`src/rtl/fbl_pkg.sv`:
```
// shared constants, opcodes, state encoding and control/status bundles
// for the framebuffer fill and line engine; no dependencies
package fbl_pkg;

  localparam int FRAME_COLS_DEF = 128;
  localparam int FRAME_ROWS_DEF = 128;

  localparam int COORD_W   = 16;
  localparam int COLOR_W   = 32;
  localparam int OP_W      = 3;
  localparam int CFG_IDX_W = 1;
  localparam int CFG_DATA_W = 8;
  localparam int DIV_W     = 16;

  localparam logic [7:0] ACTIVE_RESET = 8'd128;

  localparam logic [OP_W-1:0] OP_CLEAR = 3'd0;
  localparam logic [OP_W-1:0] OP_WRITE = 3'd1;
  localparam logic [OP_W-1:0] OP_READ  = 3'd2;
  localparam logic [OP_W-1:0] OP_FILL  = 3'd3;
  localparam logic [OP_W-1:0] OP_LINE  = 3'd4;

  localparam logic [CFG_IDX_W-1:0] CFG_WIDTH  = 1'd0;
  localparam logic [CFG_IDX_W-1:0] CFG_HEIGHT = 1'd1;

  typedef enum logic [5:0] {
    ST_IDLE  = 6'b000001,
    ST_SETUP = 6'b000010,
    ST_RECT  = 6'b000100,
    ST_DIV   = 6'b001000,
    ST_LINE  = 6'b010000,
    ST_RDOUT = 6'b100000
  } fbl_state_t;

  typedef struct packed {
    logic load;
    logic rect_init;
    logic rect_step;
    logic line_init;
    logic div_start;
    logic line_step;
    logic pix_write;
    logic pix_read;
    logic out_load;
  } fbl_ctrl_t;

  typedef struct packed {
    logic [OP_W-1:0] op;
    logic            rect_empty;
    logic            rect_last;
    logic            line_empty;
    logic            line_last;
    logic            div_done;
    logic            out_free;
  } fbl_stat_t;

endpackage

```
`src/rtl/fbl_ctrl.sv`:
```
// controller state machine sequencing commands over the datapath
// depends on fbl_pkg for states, opcodes and control/status bundles
module fbl_ctrl (
  input  logic               clk,
  input  logic               rst,
  input  logic               cmd_valid,
  output logic               cmd_ready,
  input  fbl_pkg::fbl_stat_t stat,
  output fbl_pkg::fbl_ctrl_t ctl
);
  fbl_pkg::fbl_state_t state;
  fbl_pkg::fbl_state_t state_next;

  always_ff @(posedge clk) begin
    if (rst) begin
      state <= fbl_pkg::ST_IDLE;
    end else begin
      state <= state_next;
    end
  end

  assign cmd_ready = (state == fbl_pkg::ST_IDLE);

  always_comb begin
    ctl        = '0;
    state_next = state;
    case (state)
      fbl_pkg::ST_IDLE: begin
        ctl.load = cmd_valid;
        if (cmd_valid) begin
          state_next = fbl_pkg::ST_SETUP;
        end
      end
      fbl_pkg::ST_SETUP: begin
        case (stat.op)
          fbl_pkg::OP_CLEAR, fbl_pkg::OP_FILL: begin
            if (stat.rect_empty) begin
              state_next = fbl_pkg::ST_IDLE;
            end else begin
              ctl.rect_init = 1'b1;
              state_next    = fbl_pkg::ST_RECT;
            end
          end
          fbl_pkg::OP_WRITE: begin
            ctl.pix_write = 1'b1;
            state_next    = fbl_pkg::ST_IDLE;
          end
          fbl_pkg::OP_READ: begin
            ctl.pix_read = 1'b1;
            state_next   = fbl_pkg::ST_RDOUT;
          end
          fbl_pkg::OP_LINE: begin
            if (stat.line_empty) begin
              state_next = fbl_pkg::ST_IDLE;
            end else begin
              ctl.line_init = 1'b1;
              ctl.div_start = 1'b1;
              state_next    = fbl_pkg::ST_DIV;
            end
          end
          default: state_next = fbl_pkg::ST_IDLE;
        endcase
      end
      fbl_pkg::ST_RECT: begin
        ctl.rect_step = 1'b1;
        if (stat.rect_last) begin
          state_next = fbl_pkg::ST_IDLE;
        end
      end
      fbl_pkg::ST_DIV: begin
        if (stat.div_done) begin
          state_next = fbl_pkg::ST_LINE;
        end
      end
      fbl_pkg::ST_LINE: begin
        ctl.line_step = 1'b1;
        if (stat.line_last) begin
          state_next = fbl_pkg::ST_IDLE;
        end
      end
      fbl_pkg::ST_RDOUT: begin
        // hold the read data until the result register frees up
        if (stat.out_free) begin
          ctl.out_load = 1'b1;
          state_next   = fbl_pkg::ST_IDLE;
        end
      end
      default: state_next = fbl_pkg::ST_IDLE;
    endcase
  end

endmodule

```
`config.mk`:
```
export PLATFORM = sky130hd
export DESIGN_NAME = fbl_ctrl
export DESIGN_NICKNAME = d
export VERILOG_FILES = /design/src/rtl/fbl_pkg.sv /design/src/rtl/fbl_ctrl.sv
export SDC_FILE = /design/constraint.sdc
export NUM_CORES = 1
export LEC_CHECK = 0
export BUFFER_PORTS_ARGS = -buffer_cell sky130_fd_sc_hd__buf_2
export CAP_MARGIN = 20
export CORE_AREA = 2 2 39 41
export DETAILED_ROUTE_END_ITERATION = 6
export DIE_AREA = 0 0 41 43
export SLEW_MARGIN = 15
export SYNTH_ARGS = -nofsm -noshare
export SYNTH_HDL_FRONTEND = slang
export SYNTH_SLANG_ARGS = --single-unit
```
`constraint.sdc`:
```
create_clock -name clk -period 2.55 [get_ports clk]
set_input_delay 0.1275 -clock clk [delete_from_list [all_inputs] [get_ports clk]]
set_output_delay 0.1275 -clock clk [all_outputs]
set_load 0.01 [all_outputs]
```
# Word level (Yosys, flattened, before mapping)
# Cells that the tools add are included.
dict set report word_totals {
  register_bits 6
  input_bits 12
  out_inout_bits 10
}
dict set report op_classes {
  n_eq_ne 15
  mux 23
  n_reduce_logical 3
}
# op n
set ops {}
lappend ops {{$pmux W6 S6} 1}
lappend ops {{$mux W6} 5}
lappend ops {{$pmux W6 S3} 1}
lappend ops {{$mux W1} 10}
lappend ops {{$ne A2 B2 Y1 const B} 5}
lappend ops {{$mux W2} 4}
lappend ops {{$eq A3 B2 Y1 const B} 2}
lappend ops {{$eq A6 B1 Y1 const B} 1}
lappend ops {{$eq A6 B2 Y1 const B} 1}
lappend ops {{$eq A6 B3 Y1 const B} 1}
lappend ops {{$eq A6 B4 Y1 const B} 1}
lappend ops {{$eq A6 B5 Y1 const B} 1}
lappend ops {{$eq A6 B6 Y1 const B} 1}
lappend ops {{$reduce_and A5 Y1} 1}
lappend ops {{$mux W4} 1}
lappend ops {{$eq A3 B1 Y1 const B} 1}
lappend ops {{$eq A3 B3 Y1 const B} 1}
lappend ops {{$logic_not A3 Y1} 1}
lappend ops {{$mux W3} 1}
lappend ops {{$reduce_or A2 Y1} 1}

# Logic depth before layout (Yosys ltp)
dict set report depth {
  depth_word 4
  depth_mapped 5
}

# Worst setup path before layout
# No wires, ideal clock.
dict set report synth_timing {
  path_type {flip-flop to output port}
  from {register state[4]}
  to {output ctl[7] in the netlist's numbering}
  arrival_ps 1923
  required_time_ps 2423
  slack_ps 500
  stages_incl_launch_ff 6
  n_path_buf 1
  path_cell_list {dfxtp_1 or4_4 or3b_1 buf_2 or4_4 inv_1}
}
# element line
set synth_lines {}
lappend synth_lines {{from (decl)} fbl_ctrl.sv:11} ;# fbl_pkg::fbl_state_t state;
lappend synth_lines {{from (signal assigned)} fbl_ctrl.sv:16} ;# state <= fbl_pkg::ST_IDLE;
lappend synth_lines {{from (signal assigned)} fbl_ctrl.sv:18} ;# state <= state_next;
lappend synth_lines {{to (decl)} fbl_ctrl.sv:9} ;# output fbl_pkg::fbl_ctrl_t ctl

==> metrics <==
Routed Wire Length=1.03 mm; syn avg cell area=8.50 um^2; Root Driver=clkbuf_4; ys async rst share=0; Main synth FF type=dfxtp_1; worst slack at placement=396 ps; area of the multi-input gates=292 um^2; pwr/cell area=468 nW/um^2; final design area excluding fillers=582 um^2; Hold WS=101 ps; Die H=43 um; Slew headroom=0.720; CTS Buf Count=3; largest net degree at the start of global routing=8; Comb pwr share=0.267; Crit. End Element=primary output; Die Area=1760 um^2; Post-CTS Resized=0; Internal=0.190 mW; first-pass GRT wire length=1.77 mm; Leak Pwr=0.263 nW; post-synthesis sequential area ratio=0.267; fill cell count=145; H-Tree Depth=1; DRC=0; global route total overflow=0; cell-by-cell trace of the critical path=or4_4 -> or3b_1 -> or4_4 -> inv_1 -> buf_2; sequential power share=0.393; Post-synth EDFFs=0; core area=1380 um^2; status=complete, no violations; most common cell after layout, fill and taps aside=buf_2; worst-margin pin slew=418 ps; crit path launch type=flop; Critical Path Fanout Max=6; Critical Path Most Common Cell=or4_4; Hold-fix buffers, CTS=0; RSZ-0062 raised after global routing=false; Sw Ratio=0.302; layout cells sized above 1=0.459; Max-cap violations=0; Die W=41 um; register bit count reported by yosys=6; number of global-route vias before repair=425; fin worst setup slack=121 ps; Final Hold Fails=0; Setup crit start=state[4]$_SDFFE_PP0P_; Syn. warnings=0; row cnt=14; Mapped Cells=53; setup bufs post-CTS=0; wire per inst=11.4 um; FF-to-FF Start=state[4]$_SDFFE_PP0P_; starting density of the core=0.325; Final Net Count=88; fmax=0.412 GHz; Hold Startpoint=rst; routed vias/inst=5.26; Initial DRT Pass Iterations=4; Cell Area, Synth=450 um^2; Period minus WS final=2430 ps; CP Class=flop to primary output; crit share post-route=0.952; clock sink total=6; family with the most delay on the worst path=simple AND/OR/NAND/NOR gates; Cell variety after synth=27; Clock Latency Late Sink=250 ps; clock network fraction of total power=0.340; Max VDD drop=0.000167 V; Biggest register=state; skew final=1.69 ps; P&R area growth vs syn=29.2%; global placer's final weighted congestion=0.728; clk buf depth=2; Hold WC Path Type=input port to flop; antenna violations before repair=0; Placed Area=559 um^2; Antenna Nets Post-Route=0; clock-pin slew on the worst setup and hold paths=40 ps; CTS tree=done; number of port buffers=21; final setup fails=0; gr usage total=0.155; hpwl dp=816 um; ant diodes=0; pins over their slew limit=0; most frequent cells in the layout=buf_2, inv_1, nor3b_1, dfxtp_1, nor2_1; Util after Layout=0.420; Crit path required time=2420 ps; number of buffers and inverters on the critical path=2; initial drt markers=13; Largest regs=state: 6 flops; Slowest-stage cell, CP=or4_4; Vias=473; syn_nets=65; Psw=0.0822 mW; largest stage delay on the critical path=550 ps; WP data arrival=2300 ps; register area=120 um^2; final setup TNS=0 ps; IO Count=22; max reg flops=6
-- metrics by stage --
stage / power, mW / cells
after floorplan: 0.155 / 53
after global placement: 0.181 / 87
after detailed placement: 0.181 / 87
after CTS: 0.274 / 90
after global routing: 0.292 / 90
final: 0.272 / 90
-- cell usage after synthesis (all sizes together), types with 2 or more instances --
cell type	n	area [um^2]
a21oi	3	18.8
and3b	2	20.0
buf	2	12.5
dfxtp	6	120
inv	6	22.5
nor2	5	18.8
nor3b	6	45.0
nor4b	4	41.3
o21ai	2	10.0
or4	3	31.3
or4b	2	20.0
-- metal layers --
| metal | global-route usage | part of all wire |
|---|---|---|
| met1 | 0.210 | 0.45 |
| met2 | 0.194 | 0.43 |
| met3 | 0.0471 | 0.079 |
| met4 | 0.120 | 0.039 |
| met5 | 0 | 0 |
-- power by group through the flow --
stage / combinational, mW / clock (mW) / sequential [mW]
global route: 0.0817 / 0.103 / 0.108
detailed placement: 0.0728 / 0 / 0.108
finish: 0.0728 / 0.0926 / 0.107
CTS: 0.0731 / 0.0947 / 0.107
global placement: 0.0729 / 0 / 0.108
floorplan: 0.0490 / 0 / 0.106
-- worst register-to-register path: cells and delay by family, from the launching register on --
family / cells / cell delay, ps
AND/OR/NAND/NOR: 3 / 1530
flip-flops: 1 / 330
AO/OA/AOI/OAI: 1 / 120
-- layout make-up --
type                            instances  share of cell area
Inverter                                6              0.0387
Tap cell                               16              0.0344
Multi-Input combinational cell         38               0.501
Sequential cell                         6               0.206
Timing Repair Buffer                   21               0.181
Clock buffer                            3              0.0387
-- kinds of logic (layout without fill, tap and decap cells) --
| logic type | count (synthesis) | count (layout) | share of synthesized area |
|---|---|---|---|
| flops | 6 | 6 | 0.267 |
| xor+xnor | 1 | 1 | 0.0194 |
| buf+inv | 9 | 30 | 0.0861 |
| simple gates | 26 | 26 | 0.456 |
| compound gates | 11 | 11 | 0.172 |
-- worst paths after layout --
| kind | endpoint | slack (ps) | depth (start not counted) |
|---|---|---|---|
| hold reg to reg | state[2]$_SDFFE_PP0P_ | 650 | 2 |
| setup reg to reg | state[2]$_SDFFE_PP0P_ | 500 | 4 |
| hold / removal | state[2]$_SDFFE_PP0P_ | 100 | 2 |
| setup / recovery | ctl[7] | 120 | 5 |
(Power assumes the default switching activity.)
